[config.mk]
export PLATFORM = sky130hd
export DESIGN_NAME = ubx_nav_response_decoder
export DESIGN_NICKNAME = d
export VERILOG_FILES = /design/src/hdl/ubx_nrd_pkg.sv /design/src/hdl/ubx_nav_response_decoder.sv
export SDC_FILE = /design/constraint.sdc
export NUM_CORES = 2
export LEC_CHECK = 0
export ABC_AREA = 1
export BUFFER_PORTS_ARGS = -buffer_cell sky130_fd_sc_hd__clkbuf_2
export CAP_MARGIN = 20
export CELL_PAD_IN_SITES_DETAIL_PLACEMENT = 1
export CELL_PAD_IN_SITES_GLOBAL_PLACEMENT = 2
export CORE_AREA = 2 2 322 324
export DETAILED_ROUTE_END_ITERATION = 6
export DIE_AREA = 0 0 324 326
export HOLD_SLACK_MARGIN = 0.08
export PLACE_DENSITY = 0.94
export SLEW_MARGIN = 20
export SYNTH_ARGS = -nofsm -noshare
export SYNTH_HDL_FRONTEND = slang
export SYNTH_SLANG_ARGS = --single-unit
[constraint.sdc]
create_clock -name clk -period 14.6 [get_ports clk]
set_input_delay 0.73 -clock clk [delete_from_list [all_inputs] [get_ports clk]]
set_output_delay 0.73 -clock clk [all_outputs]
set_load 0.1 [all_outputs]
[src/hdl/ubx_nrd_pkg.sv]
// ----------------------------------------------------------------------------
// UBX navigation reply decoder: shared types and constants
// Frame constants, reply kinds, status codes, capture slot map and the
// result record that travels down the output pipeline.
// ----------------------------------------------------------------------------
`default_nettype none

package ubx_nrd_pkg;

	// Widths of the stream ports.
	localparam int unsigned IN_DATA_W  = 8;
	localparam int unsigned IN_USER_W  = 3;
	localparam int unsigned OUT_DATA_W = 136;
	localparam int unsigned OUT_USER_W = 2;

	// Frame position counter and capture store.
	localparam int unsigned POS_W     = 6;
	localparam int unsigned CAP_SLOTS = 14;

	typedef logic [POS_W-1:0] pos_t;
	typedef logic [3:0]       slot_t;
	typedef logic [7:0]       byte_t;

	// Sync pair and class/id codes.
	localparam byte_t SYNC_CHAR_1 = 8'hB5;
	localparam byte_t SYNC_CHAR_2 = 8'h62;
	localparam byte_t CLASS_NAV   = 8'h01;
	localparam byte_t CLASS_CFG   = 8'h06;
	localparam byte_t ID_NAV_SOL  = 8'h06;
	localparam byte_t ID_POSLLH   = 8'h02;
	localparam byte_t ID_TIMEUTC  = 8'h21;
	localparam byte_t ID_NAV5     = 8'h24;

	// Lengths of the four replies from the class byte to the last summed byte.
	localparam pos_t LEN_NAV_SOL = 6'd56;
	localparam pos_t LEN_POSLLH  = 6'd32;
	localparam pos_t LEN_TIMEUTC = 6'd24;
	localparam pos_t LEN_NAV5    = 6'd40;

	// Limits used when the kept values are updated.
	localparam byte_t SATS_MIN   = 8'd4;
	localparam byte_t HOUR_MAX   = 8'd23;
	localparam byte_t MIN_SEC_MAX = 8'd59;

	// Division of altitude by 1000: q = (u * ALT_RECIP) >> ALT_SHIFT, exact
	// for every unsigned u below 2^32.
	localparam logic [31:0] ALT_RECIP = 32'd2199023256;
	localparam int unsigned ALT_SHIFT = 41;
	localparam int unsigned ALT_W     = 23;

	typedef enum logic [1:0] {
		KIND_NAV_SOL    = 2'd0,
		KIND_NAV_POSLLH = 2'd1,
		KIND_NAV_TIMEUTC = 2'd2,
		KIND_CFG_NAV5   = 2'd3
	} kind_t;

	typedef enum logic [2:0] {
		ST_OK       = 3'd0,
		ST_BAD_SYNC = 3'd1,
		ST_BAD_ID   = 3'd2,
		ST_BAD_SUM  = 3'd3,
		ST_BAD_TIME = 3'd4
	} status_t;

	// Where a capture slot sits in the frame for a given reply kind.
	typedef struct packed {
		logic hit;
		pos_t pos;
	} slot_map_t;

	// One decoded result, apart from the altitude which is divided later.
	typedef struct packed {
		kind_t        kind;
		status_t      status;
		byte_t        fix_type;
		byte_t        sat_count;
		byte_t        dyn_model;
		logic [31:0]  longitude;
		logic [31:0]  latitude;
		logic [4:0]   hour;
		logic [5:0]   minute;
		logic [5:0]   second;
	} result_t;

	function automatic byte_t exp_class(input kind_t k);
		byte_t r;
		unique case (k)
			KIND_CFG_NAV5: r = CLASS_CFG;
			default:       r = CLASS_NAV;
		endcase
		return r;
	endfunction

	function automatic byte_t exp_id(input kind_t k);
		byte_t r;
		unique case (k)
			KIND_NAV_SOL:     r = ID_NAV_SOL;
			KIND_NAV_POSLLH:  r = ID_POSLLH;
			KIND_NAV_TIMEUTC: r = ID_TIMEUTC;
			default:          r = ID_NAV5;
		endcase
		return r;
	endfunction

	function automatic pos_t body_len(input kind_t k);
		pos_t r;
		unique case (k)
			KIND_NAV_SOL:     r = LEN_NAV_SOL;
			KIND_NAV_POSLLH:  r = LEN_POSLLH;
			KIND_NAV_TIMEUTC: r = LEN_TIMEUTC;
			default:          r = LEN_NAV5;
		endcase
		return r;
	endfunction

	// Frame position of each capture slot for each reply kind.
	function automatic slot_map_t slot_pos(input kind_t k, input slot_t s);
		slot_map_t r;
		r.hit = 1'b0;
		r.pos = '0;
		unique case (k)
			KIND_NAV_SOL: begin
				if (s == 4'd0) begin
					r.hit = 1'b1;
					r.pos = 6'd16;
				end else if (s == 4'd1) begin
					r.hit = 1'b1;
					r.pos = 6'd17;
				end else if (s == 4'd2) begin
					r.hit = 1'b1;
					r.pos = 6'd53;
				end
			end
			KIND_NAV_POSLLH: begin
				if (s < 4'd8) begin
					r.hit = 1'b1;
					r.pos = 6'd10 + {2'b00, s};
				end else if (s < 4'd12) begin
					r.hit = 1'b1;
					r.pos = 6'd14 + {2'b00, s};
				end
			end
			KIND_NAV_TIMEUTC: begin
				if (s < 4'd3) begin
					r.hit = 1'b1;
					r.pos = 6'd22 + {2'b00, s};
				end
			end
			default: begin
				if (s == 4'd0) begin
					r.hit = 1'b1;
					r.pos = 6'd8;
				end
			end
		endcase
		return r;
	endfunction

endpackage

`default_nettype wire

[src/hdl/ubx_nav_response_decoder.sv]
// A result passes through stage 1, stage 2 and the output register, all stallable.
// Throughput: one byte per cycle unless s_tready is low; each byte updates the
// running Fletcher sums, checks and capture slots in the cycle it is taken.
// The altitude divide by 1000 runs through a registered 32 x 32 multiply stage.
// Reset clears the frame state, all kept values and every pipeline valid flag.
// ----------------------------------------------------------------------------
// UBX navigation reply decoder
// Checks sync, class/id and the Fletcher-8 checksum of one reply, captures
// fields at fixed offsets and emits a status with the kept values per frame.
// ----------------------------------------------------------------------------
`default_nettype none

module ubx_nav_response_decoder #(
	parameter int FRAME_BYTES = 60
) (
	input  wire logic                                clk,
	input  wire logic                                arst_n,
	input  wire logic                                s_tvalid,
	output logic                                     s_tready,
	// rx_byte[7:0]
	input  wire logic [ubx_nrd_pkg::IN_DATA_W-1:0]   s_tdata,
	// req_type[1:0], frame_cut[2]
	input  wire logic [ubx_nrd_pkg::IN_USER_W-1:0]   s_tuser,
	output logic                                     m_tvalid,
	input  wire logic                                m_tready,
	// status[2:0], fix_type[10:3], sat_count[18:11], dyn_model[26:19],
	// longitude[58:27], latitude[90:59], altitude_m[113:91], hour_utc[118:114],
	// minute_utc[124:119], second_utc[130:125], zero fill[135:131]
	output logic [ubx_nrd_pkg::OUT_DATA_W-1:0]       m_tdata,
	// reply_kind[1:0]
	output logic [ubx_nrd_pkg::OUT_USER_W-1:0]       m_tuser
);

	localparam int unsigned POS_W_P1 = ubx_nrd_pkg::POS_W;

	// Frame state.
	ubx_nrd_pkg::pos_t  byte_pos_q;
	ubx_nrd_pkg::byte_t sum_a_q;
	ubx_nrd_pkg::byte_t sum_b_q;
	logic               sync_bad_q;
	logic               id_bad_q;
	logic               sum_bad_q;
	ubx_nrd_pkg::byte_t cap_q [ubx_nrd_pkg::CAP_SLOTS];

	// Kept values.
	ubx_nrd_pkg::byte_t fix_q;
	ubx_nrd_pkg::byte_t sats_q;
	ubx_nrd_pkg::byte_t model_q;
	logic [31:0]        lon_q;
	logic [31:0]        lat_q;
	logic [31:0]        alt_mm_q;
	logic [4:0]         hour_q;
	logic [5:0]         minute_q;
	logic [5:0]         second_q;

	// Input decode.
	ubx_nrd_pkg::kind_t in_kind;
	logic               in_cut;
	ubx_nrd_pkg::byte_t in_byte;
	logic               accept;

	// Per-byte update.
	ubx_nrd_pkg::pos_t  len;
	logic               in_sum;
	ubx_nrd_pkg::byte_t sum_a_add;
	ubx_nrd_pkg::byte_t n_sum_a;
	ubx_nrd_pkg::byte_t n_sum_b;
	logic               n_sync;
	logic               n_id;
	logic               n_sumbad;
	logic [POS_W_P1:0]  pos_inc;
	logic               n_end;
	ubx_nrd_pkg::byte_t n_cap [ubx_nrd_pkg::CAP_SLOTS];

	// Timeout: the rest of the frame filled with zero bytes.
	ubx_nrd_pkg::pos_t  sum_start;
	ubx_nrd_pkg::pos_t  zero_cnt;
	logic [13:0]        zero_prod;
	ubx_nrd_pkg::byte_t c_sum_b;
	logic               c_sync;
	logic               c_id;
	logic               c_sumbad;
	ubx_nrd_pkg::byte_t c_cap [ubx_nrd_pkg::CAP_SLOTS];

	// Frame end view.
	logic               f_sync;
	logic               f_id;
	logic               f_sumbad;
	logic               f_end;
	ubx_nrd_pkg::byte_t f_cap [ubx_nrd_pkg::CAP_SLOTS];

	// Kept values after this frame.
	ubx_nrd_pkg::status_t st;
	ubx_nrd_pkg::byte_t   k_fix;
	ubx_nrd_pkg::byte_t   k_sats;
	ubx_nrd_pkg::byte_t   k_model;
	logic [31:0]          k_lon;
	logic [31:0]          k_lat;
	logic [31:0]          k_alt;
	logic [4:0]           k_hour;
	logic [5:0]           k_minute;
	logic [5:0]           k_second;
	logic [31:0]          k_alt_mag;
	ubx_nrd_pkg::result_t k_res;

	// Output pipeline.
	logic                 rdy_out;
	logic                 rdy_s2;
	logic                 rdy_s1;
	logic                 valid_s1;
	logic                 valid_s2;
	logic                 out_valid_q;
	ubx_nrd_pkg::result_t res_s1;
	ubx_nrd_pkg::result_t res_s2;
	ubx_nrd_pkg::result_t res_q;
	logic [31:0]          alt_mag_s1;
	logic                 alt_neg_s1;
	logic                 alt_neg_s2;
	logic [63:0]          alt_prod_s2;
	logic [ubx_nrd_pkg::ALT_W-1:0] alt_q;
	logic [ubx_nrd_pkg::ALT_W-1:0] alt_quot;

	// Input fields and handshake.
	assign in_kind = ubx_nrd_pkg::kind_t'(s_tuser[1:0]);
	assign in_cut  = s_tuser[2];
	assign in_byte = s_tdata[7:0];
	assign accept  = s_tvalid && s_tready;

	// Checks, running sums and captures for one received byte.
	always_comb begin
		len       = ubx_nrd_pkg::body_len(in_kind);
		in_sum    = (byte_pos_q >= 6'd2) && (byte_pos_q <= len + 6'd1);
		sum_a_add = sum_a_q + in_byte;
		n_sum_a   = in_sum ? sum_a_add : sum_a_q;
		n_sum_b   = in_sum ? (sum_b_q + sum_a_add) : sum_b_q;
		n_sync    = sync_bad_q
			|| ((byte_pos_q == 6'd0) && (in_byte != ubx_nrd_pkg::SYNC_CHAR_1))
			|| ((byte_pos_q == 6'd1) && (in_byte != ubx_nrd_pkg::SYNC_CHAR_2));
		n_id      = id_bad_q
			|| ((byte_pos_q == 6'd2) && (in_byte != ubx_nrd_pkg::exp_class(in_kind)))
			|| ((byte_pos_q == 6'd3) && (in_byte != ubx_nrd_pkg::exp_id(in_kind)));
		n_sumbad  = sum_bad_q
			|| ((byte_pos_q == len + 6'd2) && (in_byte != sum_a_q))
			|| ((byte_pos_q == len + 6'd3) && (in_byte != sum_b_q));
		pos_inc   = {1'b0, byte_pos_q} + 7'd1;
		n_end     = pos_inc >= 7'(FRAME_BYTES);
		for (int s = 0; s < ubx_nrd_pkg::CAP_SLOTS; s++) begin
			ubx_nrd_pkg::slot_map_t sm;
			sm = ubx_nrd_pkg::slot_pos(in_kind, 4'(s));
			n_cap[s] = (sm.hit && (sm.pos == byte_pos_q)) ? in_byte : cap_q[s];
		end
	end

	// Timeout: zero bytes leave sum A alone and add sum A once per remaining
	// summed position to sum B; they fail any sync or id check still ahead, and a checksum check unless it meets zero.
	always_comb begin
		sum_start = (byte_pos_q < 6'd2) ? 6'd2 : byte_pos_q;
		zero_cnt  = (byte_pos_q <= len + 6'd1) ? (len + 6'd2 - sum_start) : 6'd0;
		zero_prod = sum_a_q * zero_cnt;
		c_sum_b   = sum_b_q + zero_prod[7:0];
		c_sync    = sync_bad_q || (byte_pos_q <= 6'd1);
		c_id      = id_bad_q || (byte_pos_q <= 6'd3);
		c_sumbad  = sum_bad_q
			|| ((byte_pos_q <= len + 6'd2) && (sum_a_q != 8'd0))
			|| ((byte_pos_q <= len + 6'd3) && (c_sum_b != 8'd0));
		for (int s = 0; s < ubx_nrd_pkg::CAP_SLOTS; s++) begin
			ubx_nrd_pkg::slot_map_t sm;
			sm = ubx_nrd_pkg::slot_pos(in_kind, 4'(s));
			c_cap[s] = (sm.hit && (sm.pos >= byte_pos_q)) ? 8'd0 : cap_q[s];
		end
	end

	// State of the frame as it ends on this transfer.
	always_comb begin
		f_sync   = in_cut ? c_sync : n_sync;
		f_id     = in_cut ? c_id : n_id;
		f_sumbad = in_cut ? c_sumbad : n_sumbad;
		f_end    = in_cut || n_end;
		for (int s = 0; s < ubx_nrd_pkg::CAP_SLOTS; s++) begin
			f_cap[s] = in_cut ? c_cap[s] : n_cap[s];
		end
	end

	// Status and kept values after the frame is decoded.
	always_comb begin
		priority if (f_sumbad) begin
			st = ubx_nrd_pkg::ST_BAD_SUM;
		end else if (f_id) begin
			st = ubx_nrd_pkg::ST_BAD_ID;
		end else if (f_sync) begin
			st = ubx_nrd_pkg::ST_BAD_SYNC;
		end else begin
			st = ubx_nrd_pkg::ST_OK;
		end
		k_fix    = fix_q;
		k_sats   = sats_q;
		k_model  = model_q;
		k_lon    = lon_q;
		k_lat    = lat_q;
		k_alt    = alt_mm_q;
		k_hour   = hour_q;
		k_minute = minute_q;
		k_second = second_q;
		unique case (in_kind)
			ubx_nrd_pkg::KIND_NAV_SOL: begin
				if (st == ubx_nrd_pkg::ST_OK) begin
					k_fix  = f_cap[1][0] ? f_cap[0] : 8'd0;
					k_sats = f_cap[2];
				end else begin
					k_fix = 8'd0;
				end
			end
			ubx_nrd_pkg::KIND_NAV_POSLLH: begin
				if (st == ubx_nrd_pkg::ST_OK) begin
					if (sats_q < ubx_nrd_pkg::SATS_MIN) begin
						k_lon = '0;
						k_lat = '0;
						k_alt = '0;
					end else begin
						k_lon = {f_cap[3], f_cap[2], f_cap[1], f_cap[0]};
						k_lat = {f_cap[7], f_cap[6], f_cap[5], f_cap[4]};
						k_alt = {f_cap[11], f_cap[10], f_cap[9], f_cap[8]};
					end
				end
			end
			ubx_nrd_pkg::KIND_NAV_TIMEUTC: begin
				if (st == ubx_nrd_pkg::ST_OK) begin
					if ((f_cap[0] > ubx_nrd_pkg::HOUR_MAX)
						|| (f_cap[1] > ubx_nrd_pkg::MIN_SEC_MAX)
						|| (f_cap[2] > ubx_nrd_pkg::MIN_SEC_MAX)) begin
						st = ubx_nrd_pkg::ST_BAD_TIME;
					end else begin
						k_hour   = f_cap[0][4:0];
						k_minute = f_cap[1][5:0];
						k_second = f_cap[2][5:0];
					end
				end
			end
			default: begin
				k_model = f_cap[0];
			end
		endcase
		k_alt_mag = k_alt[31] ? (32'd0 - k_alt) : k_alt;

		k_res.kind      = in_kind;
		k_res.status    = st;
		k_res.fix_type  = k_fix;
		k_res.sat_count = k_sats;
		k_res.dyn_model = k_model;
		k_res.longitude = k_lon;
		k_res.latitude  = k_lat;
		k_res.hour      = k_hour;
		k_res.minute    = k_minute;
		k_res.second    = k_second;
	end

	// Frame state and kept values.
	always_ff @(posedge clk or negedge arst_n) begin
		if (!arst_n) begin
			byte_pos_q <= '0;
			sum_a_q    <= '0;
			sum_b_q    <= '0;
			sync_bad_q <= 1'b0;
			id_bad_q   <= 1'b0;
			sum_bad_q  <= 1'b0;
			for (int s = 0; s < ubx_nrd_pkg::CAP_SLOTS; s++) begin
				cap_q[s] <= '0;
			end
			fix_q    <= '0;
			sats_q   <= '0;
			model_q  <= '0;
			lon_q    <= '0;
			lat_q    <= '0;
			alt_mm_q <= '0;
			hour_q   <= '0;
			minute_q <= '0;
			second_q <= '0;
		end else if (accept) begin
			if (f_end) begin
				byte_pos_q <= '0;
				sum_a_q    <= '0;
				sum_b_q    <= '0;
				sync_bad_q <= 1'b0;
				id_bad_q   <= 1'b0;
				sum_bad_q  <= 1'b0;
				for (int s = 0; s < ubx_nrd_pkg::CAP_SLOTS; s++) begin
					cap_q[s] <= '0;
				end
				fix_q    <= k_fix;
				sats_q   <= k_sats;
				model_q  <= k_model;
				lon_q    <= k_lon;
				lat_q    <= k_lat;
				alt_mm_q <= k_alt;
				hour_q   <= k_hour;
				minute_q <= k_minute;
				second_q <= k_second;
			end else begin
				byte_pos_q <= pos_inc[POS_W_P1-1:0];
				sum_a_q    <= n_sum_a;
				sum_b_q    <= n_sum_b;
				sync_bad_q <= n_sync;
				id_bad_q   <= n_id;
				sum_bad_q  <= n_sumbad;
				for (int s = 0; s < ubx_nrd_pkg::CAP_SLOTS; s++) begin
					cap_q[s] <= n_cap[s];
				end
			end
		end
	end

	// Each stage moves on when it is empty or the next stage takes its contents.
	assign rdy_out  = !out_valid_q || m_tready;
	assign rdy_s2   = !valid_s2 || rdy_out;
	assign rdy_s1   = !valid_s1 || rdy_s2;
	assign s_tready = rdy_s1;

	// Pipeline valid flags.
	always_ff @(posedge clk or negedge arst_n) begin
		if (!arst_n) begin
			valid_s1    <= 1'b0;
			valid_s2    <= 1'b0;
			out_valid_q <= 1'b0;
		end else begin
			if (rdy_s1) begin
				valid_s1 <= accept && f_end;
			end
			if (rdy_s2) begin
				valid_s2 <= valid_s1;
			end
			if (rdy_out) begin
				out_valid_q <= valid_s2;
			end
		end
	end

	// Altitude magnitude times the reciprocal of 1000, then shift and sign.
	assign alt_quot = alt_prod_s2[ubx_nrd_pkg::ALT_SHIFT +: ubx_nrd_pkg::ALT_W];

	always_ff @(posedge clk) begin
		if (rdy_s1 && accept && f_end) begin
			res_s1     <= k_res;
			alt_mag_s1 <= k_alt_mag;
			alt_neg_s1 <= k_alt[31];
		end
		if (rdy_s2 && valid_s1) begin
			res_s2      <= res_s1;
			alt_neg_s2  <= alt_neg_s1;
			alt_prod_s2 <= alt_mag_s1 * ubx_nrd_pkg::ALT_RECIP;
		end
		if (rdy_out && valid_s2) begin
			res_q <= res_s2;
			alt_q <= alt_neg_s2 ? (23'd0 - alt_quot) : alt_quot;
		end
	end

	// Result transfer.
	assign m_tvalid = out_valid_q;
	assign m_tuser  = res_q.kind;
	assign m_tdata  = {5'd0, res_q.second, res_q.minute, res_q.hour, alt_q,
		res_q.latitude, res_q.longitude, res_q.dyn_model, res_q.sat_count,
		res_q.fix_type, res_q.status};

endmodule

`default_nettype wire

=== Word level (Yosys, flattened, before mapping) ===
Cells that the tools add are included.

* Flip-flop bits (word level): 709
* Output and inout port bits: 140
* Logic and storage cells: 292
* Bits of input ports: 15

* Mux-type cells: 97
* Equal/unequal tests: 26
* Add/sub/neg operators: 10
* $mul: 2
* Reduce and logical (&&, ||, !) cells: 67
* $lt $le $gt $ge: 24

{| class="wikitable"
|+ Operator list
! kind !! number
|-
| 2-to-1 mux 8 bit || 46
|-
| 2-to-1 mux 32 bit || 9
|-
| 2-to-1 mux 112 bit || 1
|-
| equality test 6 bit || 14
|-
| >= comparator 6 bit || 12
|-
| 2-to-1 mux 7 bit || 9
|-
| multiplier 32 x 29 -> 61 bit (second input constant) || 1
|-
| 2-to-1 mux 6 bit || 9
|-
| case mux 7 bit (3 select lines) || 2
|-
| logical AND 1 bit || 37
|-
| case mux 6 bit (3 select lines) || 2
|-
| != test 8 bit || 4
|-
| subtractor 1 x 32 -> 32 bit (first input constant) || 1
|-
| 2-to-1 mux 31 bit || 1
|-
| adder 8 bit || 3
|-
| 2-to-1 mux 23 bit || 1
|-
| subtractor 1 x 23 -> 23 bit (first input constant) || 1
|-
| less-or-equal comparator 6 bit || 3
|-
| greater-than comparator 8 x 6 -> 1 bit (second input constant) || 2
|-
| logical OR 1 bit || 16
|-
| nonzero test 8 bit || 2
|-
| 2-to-1 mux 5 bit || 3
|-
| case mux 5 bit (3 select lines) || 1
|-
| adder 6 x 2 -> 6 bit (second input constant) || 2
|-
| other kinds (28) || 44
|}

=== Longest topological paths before layout ===
* Word-level depth: 17
* Depth in mapped cells: 52
* Gate-level depth less buffers: 50

=== Worst setup path before layout ===
No wires, ideal clock.

* Path kind: reg2reg
* From: reg out_valid_q (netlist: m_tvalid)
* To: reg alt_q[0] in the netlist's numbering, enable pin
* Setup time: 0.669 ns
* Data arrival time: 7.337 ns
* Data required time: 13.931 ns
* Period minus slack after synthesis: 8.005 ns
* Stages on the path, launching flop included: 2
* Buffers on the path: 0
* Path slack: 6.595 ns
* Cells stage by stage: dfrtp_1 > a21oi_1

* Word-level cells in the longest chain between the ends: 3

{| class="wikitable"
|+ RTL lines
! element !! RTL line !! source
|-
| from (decl) || ubx_nav_response_decoder.sv:112 || <nowiki>logic out_valid_q;</nowiki>
|-
| from (signal assigned) || ubx_nav_response_decoder.sv:332 || <nowiki>out_valid_q <= valid_s2;</nowiki>
|-
| zero test 1 bit || ubx_nav_response_decoder.sv:313 || <nowiki>assign rdy_out = !out_valid_q || m_tready;</nowiki>
|-
| logical OR 1 bit || ubx_nav_response_decoder.sv:313 ||
|-
| logical AND 1 bit || ubx_nav_response_decoder.sv:351 || <nowiki>if (rdy_out && valid_s2) begin</nowiki>
|-
| to (signal assigned) || ubx_nav_response_decoder.sv:353 || <nowiki>alt_q <= alt_neg_s2 ? (23'd0 - alt_quot) : alt_quot;</nowiki>
|-
| to (decl) || ubx_nav_response_decoder.sv:120 || <nowiki>logic [ubx_nrd_pkg::ALT_W-1:0] alt_q;</nowiki>
|}

No other way between the ends.
A chain may end at the register's enable or synchronous reset.

=== Worst setup path in the final report ===
* From: in s_tuser[1] in the netlist's numbering
* To: reg alt_mag_s1[10], data pin

* Word-level cells in the longest chain between the ends: 17
* Elaborated cells between the ends (all ways): 68
* Those cells by class: add/sub (6); mul (1); order compare (6); eq/ne (10); mux (24); reduce/logical (21)

{| class="wikitable"
|+ RTL lines
! element !! RTL line !! source
|-
| from (decl) || ubx_nav_response_decoder.sv:23 || <nowiki>input wire logic [ubx_nrd_pkg::IN_USER_W-1:0] s_tuser,</nowiki>
|-
| equality test 2 bit, or another cell as far along || ubx_nrd_pkg.sv:97, ubx_nrd_pkg.sv:108 ||
|-
| case mux 6 bit (3 select lines) || ubx_nrd_pkg.sv:108 || <nowiki>unique case (k)</nowiki>
|-
| adder 6 x 2 -> 6 bit / adder 6 x 1 -> 6 bit (equally long branches) || ubx_nav_response_decoder.sv:143, ubx_nav_response_decoder.sv:158, ubx_nav_response_decoder.sv:164 ||
|-
| subtractor 6 bit / less-or-equal comparator 6 bit (equally long branches) || ubx_nav_response_decoder.sv:158 || <nowiki>zero_cnt = (byte_pos_q <= len + 6'd1) ? (len + 6'd2 - sum_start) : 6'd0;</nowiki>
|-
| 2-to-1 mux 6 bit || ubx_nav_response_decoder.sv:158 ||
|-
| multiplier 8 x 6 -> 8 bit || ubx_nav_response_decoder.sv:159 || <nowiki>zero_prod = sum_a_q * zero_cnt;</nowiki>
|-
| adder 8 bit || ubx_nav_response_decoder.sv:160 || <nowiki>c_sum_b = sum_b_q + zero_prod[7:0];</nowiki>
|-
| nonzero test 8 bit || ubx_nav_response_decoder.sv:165 || <nowiki>|| ((byte_pos_q <= len + 6'd3) && (c_sum_b != 8'd0));</nowiki>
|-
| [2 not listed] || n/a ||
|-
| 2-to-1 mux 1 bit || ubx_nav_response_decoder.sv:177 || <nowiki>f_sumbad = in_cut ? c_sumbad : n_sumbad;</nowiki>
|-
| 2-to-1 mux 2 bit || ubx_nav_response_decoder.sv:186 || <nowiki>priority if (f_sumbad) begin</nowiki>
|-
| zero test 3 bit || ubx_nav_response_decoder.sv:214 || <nowiki>if (st == ubx_nrd_pkg::ST_OK) begin</nowiki>
|-
| 2-to-1 mux 32 bit || ubx_nav_response_decoder.sv:214 ||
|-
| 2-to-1 mux 32 bit (*) || ubx_nav_response_decoder.sv:204 || <nowiki>unique case (in_kind)</nowiki>
|-
| subtractor 1 x 32 -> 32 bit || ubx_nav_response_decoder.sv:243 || <nowiki>k_alt_mag = k_alt[31] ? (32'd0 - k_alt) : k_alt;</nowiki>
|-
| 2-to-1 mux 31 bit (*) || ubx_nav_response_decoder.sv:243 ||
|-
| net k_alt_mag[10] || ubx_nav_response_decoder.sv:103 || <nowiki>logic [31:0] k_alt_mag;</nowiki>
|-
| to (signal assigned) || ubx_nav_response_decoder.sv:343 || <nowiki>alt_mag_s1 <= k_alt_mag;</nowiki>
|-
| to (decl) || ubx_nav_response_decoder.sv:116 || <nowiki>logic [31:0] alt_mag_s1;</nowiki>
|}

Mark *: on every way through the listed nets, which the timed path passes. The rest lies on a longest branch.

==> impl_results.md <==
* Vias in the first global route at roughly 37000
* Worst-path clk slew at about 60 ps
* FP Rows at roughly 120
* Crit. End Element: flop
* Layout area overhead at 9.99%
* TNS Setup at 0 ps
* Final Skew at 28.0 ps
* CP Buf/Inv Count at 13
* Most frequent cells in the layout: inv_1, nand2_1, o21ai_0
* Unique cell type count in the Yosys netlist at 58
* Final Util at a little under 50%
* Worst EP arrival at 9560 ps
* Number of H-tree levels at 3
* Synth top area share at about 27%
* Vias per cell at 5.41
* Die width at between 300 and 400 um
* Max-slew violation count at 0
* Max-slew headroom at about 29%
* Commonest non-fill, non-tap cell in the layout: inv_1
* Detailed-route via count at 33968
* Period utilization at a little over three fifths
* Worst path depth at 43
* Met2 WL at 67.8 mm
* EDFF count, synth at about 400
* Post-CTS Setup Inserts at 0
* Core area at just over 100000 um2
* DRT met1 WL at between 50 and 60 mm
* Final net count at 5624
* Clock sink count at roughly 670
* Startpoint Class: input pin
* Top delay family on crit path: adder cells
* Final Routed Wirelength at 136 mm
* FMAX at around 110 MHz
* Ys flop type: edfxtp_1
* Tmin final at ~9200 ps
* Worst R2R Start: byte_pos_q[3]
* Crit path from: s_tuser[1]
* GR Util All Layers at 26.2%
* Mapped Area at about 46000 um2
* CTS Buffer Depth at 3
* Worst r2r path cells at slightly above 40
* CTS resizes at 0
* Routed len/inst at about 22 um
* Slowest stage delay, CP at 580 ps
* Hold Fails Final Rpt at 0
* Worst hold path type: input pin to async pin
* Worst EP required at approximately 15000 ps
* Cells after Synth at 4720
* Num CTS Buffers at 69
* Crit path max fanout at between 60 and 70
* Clk_lat worst skew at around 640 ps
* Synth area leader: edfxtp_1
* Cts hold-fix bufs at 0
* Grt total ovfl at 0
* Share of cells above drive strength 1 at 7.06%
* DRT antenna net count at 0
* Root buf cell: clkbuf_16
* Hpwl dp at approximately 100 mm
* Total die area at between 100000 and 150000 um2
* Status: completed
* CP Capture Point: alt_mag_s1[10]
* Starting DRC count in detailed routing at around 2400
* Worst slew pin tran at about 1100 ps
* Unrepaired setup endpoints after global routing: false
* R2R Setup Slk at around 5700 ps
* CTS tree: done
* Worst path slowest cell: buf_4
* Met3 wire len at approximately 6.3 mm
* Setup CP Type: input pin to flop
* Die Span Y at about 330 um
* Gpl congestion at a little over 0.9
* Antenna violations before repair at 3
* Number of antenna diodes at 0
* Uppermost routed layer: met4
* Post-synthesis sequential area ratio at slightly above 40%
* DRC Markers at 0
* Max cap viols at 0
* Avg Inst Size Synth at 9.65 um2
* IO Count at roughly 160
* DR pass1 iterations at 5
* Seq cells post-synth at 671
* Async set or reset register ratio after synthesis at around two fifths
* YS warnings at 0
* Synth top area cells: edfxtp_1, dfrtp_1, fa_1, ha_1, inv_1
* Initial core utilization at 44.4%
* Most used cell, CP: nand2_1
* Port Buf Inserts at around 150
* Largest net degree at the start of global routing at 157
* First-pass GRT wire length at 213 mm
* Final Setup Violations at 0
* R2R Path End: alt_mag_s1[10]
-- synth_stat cells, types with 3 or more instances --
| library cell | n |
|---|---|
| nand3b_1 | 5 |
| fa_1 | 317 |
| a21o_1 | 3 |
| and2_1 | 3 |
| o21ai_1 | 14 |
| nand3_1 | 142 |
| nand4_1 | 29 |
| ha_1 | 449 |
| o22ai_1 | 126 |
| o21a_1 | 9 |
| nor3_1 | 22 |
| o2111ai_1 | 8 |
| dfrtp_1 | 261 |
| a31oi_1 | 23 |
| nor2_2 | 16 |
| o21bai_1 | 4 |
| buf_1 | 20 |
| o21ai_0 | 492 |
| o21ai_2 | 5 |
| o31ai_1 | 4 |
| nor2_1 | 241 |
| xor2_1 | 63 |
| xnor2_1 | 27 |
| nand2_1 | 738 |
| edfxtp_1 | 410 |
| a21oi_1 | 109 |
| nor4_1 | 10 |
| inv_2 | 15 |
| buf_4 | 8 |
| nor3b_1 | 3 |
| buf_6 | 5 |
| o32ai_1 | 8 |
| clkbuf_1 | 99 |
| a211oi_1 | 7 |
| o211ai_1 | 7 |
| buf_2 | 8 |
| inv_1 | 979 |
-- stage by stage --
step,setup slack [ps],cells,area [um2],hold WS (ps)
2_1_floorplan,6590,4724,45600,400
3_3_place_gp,5020,6152,47800,401
3_5_place_dp,4770,6152,47800,405
4_1_cts,5420,6278,50100,197
5_1_grt,4680,6278,50100,203
6_report,5420,6278,50100,140
-- worst min-delay path by stage --
stage,cells past startpoint,start,slack (ps),endpoint
CTS,1,arst_n,200,sum_b_q[6]
global placement,0,res_s1[10],400,res_s2[10]
floorplan,0,alt_neg_s1,400,alt_neg_s2
detailed placement,0,res_s2[28],410,m_tdata[70]
global route,1,arst_n,200,sum_a_q[6]
finish,1,arst_n,140,sum_b_q[6]
-- worst register-to-register path: cells and delay by family (launching register included) --
| family | cells | cell delay [ps] |
|---|---|---|
| xor gates and xnor gates | 1 | 170 |
| AOI/OAI and AO/OA | 4 | 680 |
| adders and majority gates | 6 | 2600 |
| DFF | 1 | 470 |
| buffers and inverters | 12 | 2300 |
| and+or+nand+nor | 18 | 2440 |
-- area by class of cell --
| class | count | area [um2] |
|---|---|---|
| Fill cell | 11636 | 52500 |
| Clock inverter | 36 | 432 |
| Clock buffer | 90 | 1880 |
| Multi-Input combinational cell | 2916 | 22400 |
| Timing Repair Buffer | 188 | 1070 |
| Tap cell | 1380 | 1730 |
| Inverter | 997 | 3750 |
| Sequential cell | 671 | 18800 |
-- sequential cells by signal (all words and copies together), names as in the netlist, 2 cells and up --
signal       count
alt_q           23
lat_q           32
lon_q           32
sats_q           8
byte_pos_q       6
m_tdata        108
fix_q            8
sum_b_q          8
cap_q           96
res_s1         110
alt_prod_s2     23
m_tuser          2
sum_a_q          8
hour_q           5
second_q         6
alt_mag_s1      32
res_s2         110
model_q          8
alt_mm_q        32
minute_q         6
-- logic make-up after synthesis --
family	count (synthesis)	synth area share, %
AND/OR/NAND/NOR	1223	11.1
AO/OA/AOI/OAI	832	10.0
other	1	0.00823
buffers and inverters	1137	9.54
flip-flops	671	41.4
XOR/XNOR	90	1.73
adder cells (fa/ha/maj)	766	26.3
-- routing by layer --
| layer | track usage (%) | vias to the layer above |
|---|---|---|
| met5 | 0 | - |
| met4 | 7.77 | 0 |
| met3 | 3.53 | 230 |
| met2 | 45.3 | 796 |
| met1 | 34.1 | 17347 |
| li1 | - | 15595 |
Power is not shown: default switching activity piles up to over one toggle a cycle in this logic, so the estimate is an artifact.
